--- src/sma_pkg.sv ---
package sma_pkg;

  localparam int MAX_DIM_DEF = 8;

  localparam int VAL_W      = 16;  // stored element
  localparam int TERM_W     = 32;  // one product or sum
  localparam int RES_W      = 35;  // accumulated result
  localparam int IDX_W      = 3;   // row / col fields
  localparam int DIM_W      = 4;   // dimension registers and loop counters
  localparam int OP_W       = 2;
  localparam int CFG_IDX_W  = 3;
  localparam int CFG_DATA_W = 4;

  typedef enum logic [OP_W-1:0] {
    OP_WR_A    = 2'd0,
    OP_WR_B    = 2'd1,
    OP_COMPUTE = 2'd2
  } op_t;

  typedef enum logic [1:0] {
    MODE_MUL   = 2'd0,
    MODE_ADD   = 2'd1,
    MODE_SUB   = 2'd2,
    MODE_TRANS = 2'd3
  } mode_t;

  typedef enum logic [CFG_IDX_W-1:0] {
    CFG_MODE   = 3'd0,
    CFG_ROWS_A = 3'd1,
    CFG_COLS_A = 3'd2,
    CFG_ROWS_B = 3'd3,
    CFG_COLS_B = 3'd4
  } cfg_idx_t;

  typedef enum logic [2:0] {
    ST_IDLE,
    ST_READ,
    ST_MUL,
    ST_ACC,
    ST_OUT,
    ST_ERR
  } state_t;

  typedef struct packed {
    logic             we_a;
    logic             we_b;
    logic             rd;
    logic [DIM_W-1:0] a_row;
    logic [DIM_W-1:0] a_col;
    logic [DIM_W-1:0] b_row;
    logic [DIM_W-1:0] b_col;
    mode_t            mode;
    logic             mul_en;
    logic             acc_en;
    logic             acc_clr;
    logic             load_out;
    logic [DIM_W-1:0] out_row;
    logic [DIM_W-1:0] out_col;
    logic             last;
    logic             err;
  } cmd_t;

  typedef struct packed {
    logic out_free;
  } stat_t;

endpackage

--- src/small_matrix_alu_top.sv ---
// Small integer matrix unit. Write words (operation 0 for A, 1 for B) store one
// signed 16-bit element each and are taken one per cycle while idle. A compute
// word (operation 2) runs the configured mode and streams the result row-major,
// one word per element, tlast on the final one; a mismatched, zero or too large
// dimension gives a single word with tuser set and all data zero. Each element
// is built from read / multiply / accumulate steps through single-port A and B
// memories and one 16x16 multiplier: multiply repeats the steps for each of the
// cols_a terms, add, subtract and transpose do them once; each element and an
// error word then wait for a free output register. No word is taken while a
// compute is running. Configuration may only be written while the unit is idle.
module small_matrix_alu_top #(
  parameter int MAX_DIM = sma_pkg::MAX_DIM_DEF
) (
  input  logic                           clk,
  input  logic                           rst,
  input  logic                           s_axis_tvalid,
  output logic                           s_axis_tready,
  input  logic [23:0]                    s_axis_tdata,  // operation, row, col, value
  output logic                           m_axis_tvalid,
  input  logic                           m_axis_tready,
  output logic [47:0]                    m_axis_tdata,  // out_row, out_col, out_value, pad
  output logic                           m_axis_tlast,
  output logic                           m_axis_tuser,  // error
  input  logic                           cfg_valid,
  output logic                           cfg_ready,
  input  logic [sma_pkg::CFG_IDX_W-1:0]  cfg_index,
  input  logic [sma_pkg::CFG_DATA_W-1:0] cfg_data
);
  import sma_pkg::*;

  cmd_t                    cmd;
  stat_t                   stat;
  logic [OP_W-1:0]         in_op;
  logic [IDX_W-1:0]        in_row, in_col;
  logic [VAL_W-1:0]        in_value;
  logic [IDX_W-1:0]        out_row, out_col;
  logic signed [RES_W-1:0] out_value;

  assign in_op     = s_axis_tdata[1:0];
  assign in_row    = s_axis_tdata[4:2];
  assign in_col    = s_axis_tdata[7:5];
  assign in_value  = s_axis_tdata[23:8];
  assign cfg_ready = 1'b1;

  assign m_axis_tdata = {7'd0, out_value, out_col, out_row};

  sma_ctrl #(.MAX_DIM(MAX_DIM)) u_ctrl (
    .clk       (clk),
    .rst       (rst),
    .s_valid   (s_axis_tvalid),
    .s_ready   (s_axis_tready),
    .in_op     (in_op),
    .in_row    (in_row),
    .in_col    (in_col),
    .cfg_valid (cfg_valid),
    .cfg_index (cfg_index),
    .cfg_data  (cfg_data),
    .stat      (stat),
    .cmd       (cmd)
  );

  sma_dp #(.MAX_DIM(MAX_DIM)) u_dp (
    .clk       (clk),
    .rst       (rst),
    .in_row    (in_row),
    .in_col    (in_col),
    .in_value  (in_value),
    .cmd       (cmd),
    .stat      (stat),
    .out_valid (m_axis_tvalid),
    .out_ready (m_axis_tready),
    .out_row   (out_row),
    .out_col   (out_col),
    .out_value (out_value),
    .out_last  (m_axis_tlast),
    .out_err   (m_axis_tuser)
  );

endmodule

--- src/sma_ctrl.sv ---
module sma_ctrl #(
  parameter int MAX_DIM = sma_pkg::MAX_DIM_DEF
) (
  input  logic                           clk,
  input  logic                           rst,
  input  logic                           s_valid,
  output logic                           s_ready,
  input  logic [sma_pkg::OP_W-1:0]       in_op,
  input  logic [sma_pkg::IDX_W-1:0]      in_row,
  input  logic [sma_pkg::IDX_W-1:0]      in_col,
  input  logic                           cfg_valid,
  input  logic [sma_pkg::CFG_IDX_W-1:0]  cfg_index,
  input  logic [sma_pkg::CFG_DATA_W-1:0] cfg_data,
  input  sma_pkg::stat_t                 stat,
  output sma_pkg::cmd_t                  cmd
);
  import sma_pkg::*;

  localparam logic [DIM_W:0] MAX_DIM_V = (DIM_W+1)'(MAX_DIM);

  state_t           state, state_next;
  mode_t            mode;
  logic [DIM_W-1:0] rows_a, cols_a, rows_b, cols_b;
  logic [DIM_W-1:0] r, c, k, r_next, c_next, k_next;
  logic [DIM_W-1:0] nr, nc, klen;
  logic             dims_ok, in_range, el_last, k_last;

  function automatic logic dim_ok(input logic [DIM_W-1:0] d);
    dim_ok = (d != '0) && ({1'b0, d} <= MAX_DIM_V);
  endfunction

  // configuration registers
  always_ff @(posedge clk) begin
    if (rst) begin
      mode   <= MODE_MUL;
      rows_a <= DIM_W'(1);
      cols_a <= DIM_W'(1);
      rows_b <= DIM_W'(1);
      cols_b <= DIM_W'(1);
    end else if (cfg_valid) begin
      case (cfg_idx_t'(cfg_index))
        CFG_MODE:   mode   <= mode_t'(cfg_data[1:0]);
        CFG_ROWS_A: rows_a <= cfg_data[DIM_W-1:0];
        CFG_COLS_A: cols_a <= cfg_data[DIM_W-1:0];
        CFG_ROWS_B: rows_b <= cfg_data[DIM_W-1:0];
        CFG_COLS_B: cols_b <= cfg_data[DIM_W-1:0];
        default: ;
      endcase
    end
  end

  // loop bounds and the dimension check for the current mode
  always_comb begin
    case (mode)
      MODE_MUL: begin
        dims_ok = dim_ok(rows_a) && dim_ok(cols_a) && dim_ok(rows_b) &&
                  dim_ok(cols_b) && (cols_a == rows_b);
        nr      = rows_a;
        nc      = cols_b;
        klen    = cols_a;
      end
      MODE_ADD, MODE_SUB: begin
        dims_ok = dim_ok(rows_a) && dim_ok(cols_a) && dim_ok(rows_b) &&
                  dim_ok(cols_b) && (rows_a == rows_b) && (cols_a == cols_b);
        nr      = rows_a;
        nc      = cols_a;
        klen    = DIM_W'(1);
      end
      default: begin
        dims_ok = dim_ok(rows_a) && dim_ok(cols_a);
        nr      = cols_a;
        nc      = rows_a;
        klen    = DIM_W'(1);
      end
    endcase
  end

  assign in_range = ((DIM_W+1)'(in_row) < MAX_DIM_V) && ((DIM_W+1)'(in_col) < MAX_DIM_V);
  assign el_last  = (r == nr - DIM_W'(1)) && (c == nc - DIM_W'(1));
  assign k_last   = (k == klen - DIM_W'(1));

  always_ff @(posedge clk) begin
    if (rst) begin
      state <= ST_IDLE;
      r     <= '0;
      c     <= '0;
      k     <= '0;
    end else begin
      state <= state_next;
      r     <= r_next;
      c     <= c_next;
      k     <= k_next;
    end
  end

  always_comb begin
    state_next  = state;
    r_next      = r;
    c_next      = c;
    k_next      = k;
    s_ready     = 1'b0;
    cmd         = '0;
    cmd.mode    = mode;
    cmd.out_row = r;
    cmd.out_col = c;
    cmd.last    = el_last;
    cmd.acc_clr = (k == '0);

    case (mode)
      MODE_MUL: begin
        cmd.a_row = r;
        cmd.a_col = k;
        cmd.b_row = k;
        cmd.b_col = c;
      end
      MODE_TRANS: begin
        cmd.a_row = c;
        cmd.a_col = r;
        cmd.b_row = c;
        cmd.b_col = r;
      end
      default: begin
        cmd.a_row = r;
        cmd.a_col = c;
        cmd.b_row = r;
        cmd.b_col = c;
      end
    endcase

    case (state)
      ST_IDLE: begin
        s_ready = 1'b1;
        if (s_valid) begin
          case (op_t'(in_op))
            OP_WR_A: cmd.we_a = in_range;
            OP_WR_B: cmd.we_b = in_range;
            OP_COMPUTE: begin
              r_next     = '0;
              c_next     = '0;
              k_next     = '0;
              state_next = dims_ok ? ST_READ : ST_ERR;
            end
            default: ;
          endcase
        end
      end
      ST_READ: begin
        cmd.rd     = 1'b1;
        state_next = ST_MUL;
      end
      ST_MUL: begin
        cmd.mul_en = 1'b1;
        state_next = ST_ACC;
      end
      ST_ACC: begin
        cmd.acc_en = 1'b1;
        if (k_last) begin
          state_next = ST_OUT;
        end else begin
          k_next     = k + DIM_W'(1);
          state_next = ST_READ;
        end
      end
      ST_OUT: begin
        if (stat.out_free) begin
          cmd.load_out = 1'b1;
          k_next       = '0;
          if (el_last) begin
            state_next = ST_IDLE;
          end else begin
            if (c == nc - DIM_W'(1)) begin
              c_next = '0;
              r_next = r + DIM_W'(1);
            end else begin
              c_next = c + DIM_W'(1);
            end
            state_next = ST_READ;
          end
        end
      end
      ST_ERR: begin
        cmd.err     = 1'b1;
        cmd.last    = 1'b1;
        cmd.out_row = '0;
        cmd.out_col = '0;
        if (stat.out_free) begin
          cmd.load_out = 1'b1;
          state_next   = ST_IDLE;
        end
      end
      default: state_next = ST_IDLE;
    endcase
  end

endmodule

--- src/sma_dp.sv ---
module sma_dp #(
  parameter int MAX_DIM = sma_pkg::MAX_DIM_DEF
) (
  input  logic                             clk,
  input  logic                             rst,
  input  logic [sma_pkg::IDX_W-1:0]        in_row,
  input  logic [sma_pkg::IDX_W-1:0]        in_col,
  input  logic [sma_pkg::VAL_W-1:0]        in_value,
  input  sma_pkg::cmd_t                    cmd,
  output sma_pkg::stat_t                   stat,
  output logic                             out_valid,
  input  logic                             out_ready,
  output logic [sma_pkg::IDX_W-1:0]        out_row,
  output logic [sma_pkg::IDX_W-1:0]        out_col,
  output logic signed [sma_pkg::RES_W-1:0] out_value,
  output logic                             out_last,
  output logic                             out_err
);
  import sma_pkg::*;

  localparam int DEPTH  = MAX_DIM * MAX_DIM;
  localparam int ADDR_W = (DEPTH > 1) ? $clog2(DEPTH) : 1;
  localparam int LIN_W  = 2 * DIM_W;

  logic [VAL_W-1:0]         mem_a [0:DEPTH-1];
  logic [VAL_W-1:0]         mem_b [0:DEPTH-1];
  logic [ADDR_W-1:0]        wr_addr, a_addr, b_addr;
  logic signed [VAL_W-1:0]  a_q, b_q;
  logic signed [TERM_W-1:0] term, term_next;
  logic signed [RES_W-1:0]  acc, acc_base;

  // row-major element address
  function automatic logic [ADDR_W-1:0] lin(input logic [DIM_W-1:0] rr,
                                            input logic [DIM_W-1:0] cc);
    logic [LIN_W-1:0] t;
    t   = LIN_W'(rr) * LIN_W'(MAX_DIM) + LIN_W'(cc);
    lin = t[ADDR_W-1:0];
  endfunction

  assign wr_addr = lin(DIM_W'(in_row), DIM_W'(in_col));
  assign a_addr  = lin(cmd.a_row, cmd.a_col);
  assign b_addr  = lin(cmd.b_row, cmd.b_col);

  always_ff @(posedge clk) begin
    if (cmd.we_a) mem_a[wr_addr] <= in_value;
    if (cmd.rd)   a_q <= mem_a[a_addr];
  end

  always_ff @(posedge clk) begin
    if (cmd.we_b) mem_b[wr_addr] <= in_value;
    if (cmd.rd)   b_q <= mem_b[b_addr];
  end

  always_comb begin
    case (cmd.mode)
      MODE_MUL: term_next = a_q * b_q;
      MODE_ADD: term_next = TERM_W'(a_q) + TERM_W'(b_q);
      MODE_SUB: term_next = TERM_W'(a_q) - TERM_W'(b_q);
      default:  term_next = TERM_W'(a_q);
    endcase
  end

  assign acc_base = cmd.acc_clr ? RES_W'(0) : acc;

  always_ff @(posedge clk) begin
    if (cmd.mul_en) term <= term_next;
    if (cmd.acc_en) acc  <= acc_base + RES_W'(term);
  end

  // output register: holds one word while the next element is computed
  always_ff @(posedge clk) begin
    if (rst) begin
      out_valid <= 1'b0;
    end else if (cmd.load_out) begin
      out_valid <= 1'b1;
    end else if (out_ready) begin
      out_valid <= 1'b0;
    end
  end

  always_ff @(posedge clk) begin
    if (cmd.load_out) begin
      out_row   <= cmd.out_row[IDX_W-1:0];
      out_col   <= cmd.out_col[IDX_W-1:0];
      out_value <= cmd.err ? RES_W'(0) : acc;
      out_last  <= cmd.last;
      out_err   <= cmd.err;
    end
  end

  assign stat.out_free = !out_valid || out_ready;

endmodule

--- config.mk ---
export PLATFORM = sky130hd
export DESIGN_NAME = small_matrix_alu_top
export DESIGN_NICKNAME = d
export VERILOG_FILES = /design/src/sma_pkg.sv /design/src/small_matrix_alu_top.sv /design/src/sma_ctrl.sv /design/src/sma_dp.sv
export SDC_FILE = /design/constraint.sdc
export NUM_CORES = 2
export LEC_CHECK = 0
export ABC_CLOCK_PERIOD_IN_PS = 6850
export BUFFER_PORTS_ARGS = -buffer_cell sky130_fd_sc_hd__buf_2
export CAP_MARGIN = 0
export CELL_PAD_IN_SITES_DETAIL_PLACEMENT = 1
export CELL_PAD_IN_SITES_GLOBAL_PLACEMENT = 1
export CORE_UTILIZATION = 40
export CTS_BUF_LIST = sky130_fd_sc_hd__clkbuf_4
export CTS_CLUSTER_DIAMETER = 30
export DETAILED_ROUTE_END_ITERATION = 10
export PLACE_DENSITY_LB_ADDON = 0.1
export SLEW_MARGIN = 20
export SYNTH_ARGS = -nofsm -noshare
export SYNTH_HDL_FRONTEND = slang
export SYNTH_SLANG_ARGS = --single-unit
--- constraint.sdc ---
create_clock -name clk -period 6.85 [get_ports clk]
set_input_delay 0.3425 -clock clk [delete_from_list [all_inputs] [get_ports clk]]
set_output_delay 0.3425 -clock clk [all_outputs]
set_load 0.005 [all_outputs]
==> results_dict.tcl <==
set metrics [dict create \
    synth_edf_count 2190 \
    grt.busiest_layer "met2" \
    nFillCells 24790 \
    register_area_sq_um 66440 \
    drcViolationCount 0 \
    r2r-start "u_dp.b_q[4]" \
    cp-end-kind "flip-flop" \
    num_rows 183 \
    vias 58740 \
    start_util_pct 40.32 \
    path_cells "buf_4 -> buf_4 -> and2_1 -> fa_1 -> inv_1 -> fa_1 -> fa_1 -> fa_1 -> inv_1 -> fa_1 -> fa_1 -> ha_1 -> a21o_1 -> a21oi_1 -> o21ai_1 -> a2111o_1 -> o211a_1 -> o31ai_1 -> nor2b_1 -> xor2_1 -> o22ai_1" \
    core_sq_um 249100 \
    crit_path_start_kind "flip-flop" \
    synth.distinct_cells 78 \
    path_buf_inv 4 \
    final_layout_size_suffix_gt1_share_pct 24.24 \
    synth_area_per_cell_sq_um 15.84 \
    ant_nets 0 \
    slew_viol_final 0 \
    dieArea_sq_um 253100 \
    cp.required_ps 7960 \
    final_core_util_pct 46.09 \
    wl_per_cell_microns 26.78 \
    dr.pass1.iters 7 \
    pin_count 89 \
    synth_top_family_by_area "multiplexers" \
    worst_pin_slew_ps 1113 \
    multiInputGateArea_sq_um 31280 \
    seq_area_frac_synth_pct 66.15 \
    use_met2_pct 36.54 \
    final_cell_mix "edfxtp_1 (2,190), clkbuf_4 (902), nand2_1 (704)" \
    portBuffers 80 \
    syn_inst 6341 \
    tritoncts "built" \
    min_period_ps 6677 \
    crit_top_cell "fa_1" \
    rsz0062_at_grt "false" \
    cpMaxStageDelayCell "fa_1" \
    cts_max_level 6 \
    clock_latency_ps 1410 \
    drv_cap 0 \
    hp-start "s_axis_tdata[20]" \
    synth-xor-area-share_pct 1.060 \
    power.total_uw 41700 \
    grt.overflow.total 0 \
    cts_sinks 2224 \
    die_y_microns 503.1 \
    cts_root_buf "clkbuf_4" \
    synth-simple-area-share_pct 7.209 \
    cellLeakagePower_uw 0.04017 \
    path_clk_slew_ps 60 \
    nNetsFinal 7541 \
    ys.flop_type "edfxtp_1" \
    worst-r2r-setup-slack_ps 170 \
    cpLargestDelayFamily "adder cells" \
    ys.warnings.count 0 \
    use_met1_pct 32.32 \
    mostFrequentLayoutCell "edfxtp_1" \
    vdd_drop_max_v 0.0005983 \
    tns_ps 0 \
    grt_pass1_wl_mm 424.9 \
    final_cells 10820 \
    crit_type "reg -> reg" \
    gp_congestion 0.8351 \
    max_stage_delay_ps 550 \
    fin_crit_sh_pct 97.47 \
    numCtsBuffers 638 \
    syn2layout_area_growth_pct 14.31 \
    cp.arrival_ps 7780 \
    async_reset_ff_share_pct 0 \
    ys_ff_latch 2224 \
    routed_wirelength_mm 289.9 \
    slew_headroom_pct 25.80 \
    yosys.area_share.adder_pct 7.337 \
    grt_antenna_before_repair 18 \
    layout_setup_ws_ps 173.1 \
    grt_max_degree 159 \
    die_w_microns 503.1 \
    power.density_nw_per_um2 363.3 \
    grtUsageTotal_pct 23.05 \
    crit_start "u_dp.b_q[4]" \
    dp_cells 9671 \
    syn-cell-area_sq_um 100400 \
    clock.fmax_mhz 149.8 \
    dpl_worst_slack_ps 100.3 \
    path_max_fanout 6 \
    via_per_inst 5.427 \
    met3_usage_pct 4.132 \
    hold_path_class "in -> reg" \
    first_global_vias 62170 \
    synth_compound_area_share_pct 5.697 \
    hpwl_mm 181.1 \
    status "finished, final reports clean" \
    synth_mux_area_share_pct 9.609 \
    finalHoldViolCount 0 \
    finalSetupViolations 0 \
    cts_buffer_depth 4 \
    fin_skew_ps 146.9 \
    first_iter_violations 4208 \
]
-- per-layer routing --
layer	share of wire, %	vias up
met3	5.1	435
met1	45	30940
met4	2.6	6
met2	47	1619
li1	-	25740
met5	0.014	-
-- flip-flops by register name (all words and copies together) (netlist names), 2 cells and up --
register and count:
u_ctrl.cols_b 4, u_ctrl.rows_a 4, u_dp.mem_b 1024, u_ctrl.c 4, u_dp.out_col 3, u_ctrl.k 4
u_ctrl.cols_a 4, u_ctrl.mode 2, u_ctrl.state 3, u_dp.mem_a 1024, u_ctrl.rows_b 4, u_dp.term 32
u_dp.b_q 16, u_dp.out_value 35, u_ctrl.r 4, u_dp.out_row 3, u_dp.a_q 16, u_dp.acc 35
-- worst reg2reg max path, cell delays in order, from the launching register on --
cell      delay, ps
edfxtp_1        430
buf_4           190
buf_4           160
and2_1          150
fa_1            550
inv_1            60
fa_1            390
fa_1            530
fa_1            550
inv_1            50
fa_1            490
fa_1            480
ha_1            330
a21o_1          180
a21oi_1         250
o21ai_1         200
a2111o_1        480
o211a_1         260
o31ai_1         260
nor2b_1         210
xor2_1          170
o22ai_1          90
-- power by group --
group	switching, uW	total [uW]	internal (uW)
combinational	8260	14100	5810
sequential	78.2	15700	15600
clock	5520	12000	6430
total	13900	41700	27800
-- through the flow --
step,cell area (sq um),hold WS (ps)
global route,114800,59.09
global placement,106000,501.5
detailed placement,106000,511.3
CTS,114700,1.418
finish,114800,168.7
floorplan,100500,441.4
-- cell type report --
cell class,count,area share (%)
tap,3330,3.629
timing repair buffer,455,3.377
multi-input combinational,3406,27.25
clock buffer,902,5.898
clock inverter,145,0.8075
inverter,350,1.144
sequential,2224,57.87
antenna,12,0.02616
-- synth_stat cells (all sizes together) (42+ instances only) --
master	count	area, sq um
a211oi	269	2019
a21oi	105	525.5
a31oi	266	1664
and2	370	2315
buf	90	588.1
clkbuf	277	1040
edfxtp	2190	65760
fa	265	5305
ha	165	2064
inv	348	1306
mux4	416	9369
nand2	704	2643
nor2	288	1081
nor2b	53	331.6
nor3	42	210.2
o21ai	52	260.3
xnor2	70	613.1
xor2	49	429.2
-- logic make-up (layout without fill, tap and decap cells) --
logic type / Yosys count / in the layout
XOR/XNOR: 120 / 120
AND/OR/NAND/NOR: 1560 / 1560
multiplexers: 444 / 444
AO/OA/AOI/OAI: 844 / 844
flip-flops: 2224 / 2224
adder cells (fa/ha/maj): 430 / 430
other: 2 / 20
buffers and inverters: 717 / 1852
-- timing repair --
item	CTS	global route
buffers inserted	0	4
gates resized for setup	0	3
setup endpoints to repair	0	2
endpoints found under the hold margin	2553	0
hold buffers	88	0
-- path summary, 6_finish.rpt --
kind | depth (start not counted) | endpoint
max | 21 | u_dp.term[22]
min reg2reg | 1 | u_dp.out_value[25]
min | 2 | u_dp.mem_a[44][12]
max reg2reg | 21 | u_dp.term[22]
(Power assumes the default switching activity.)
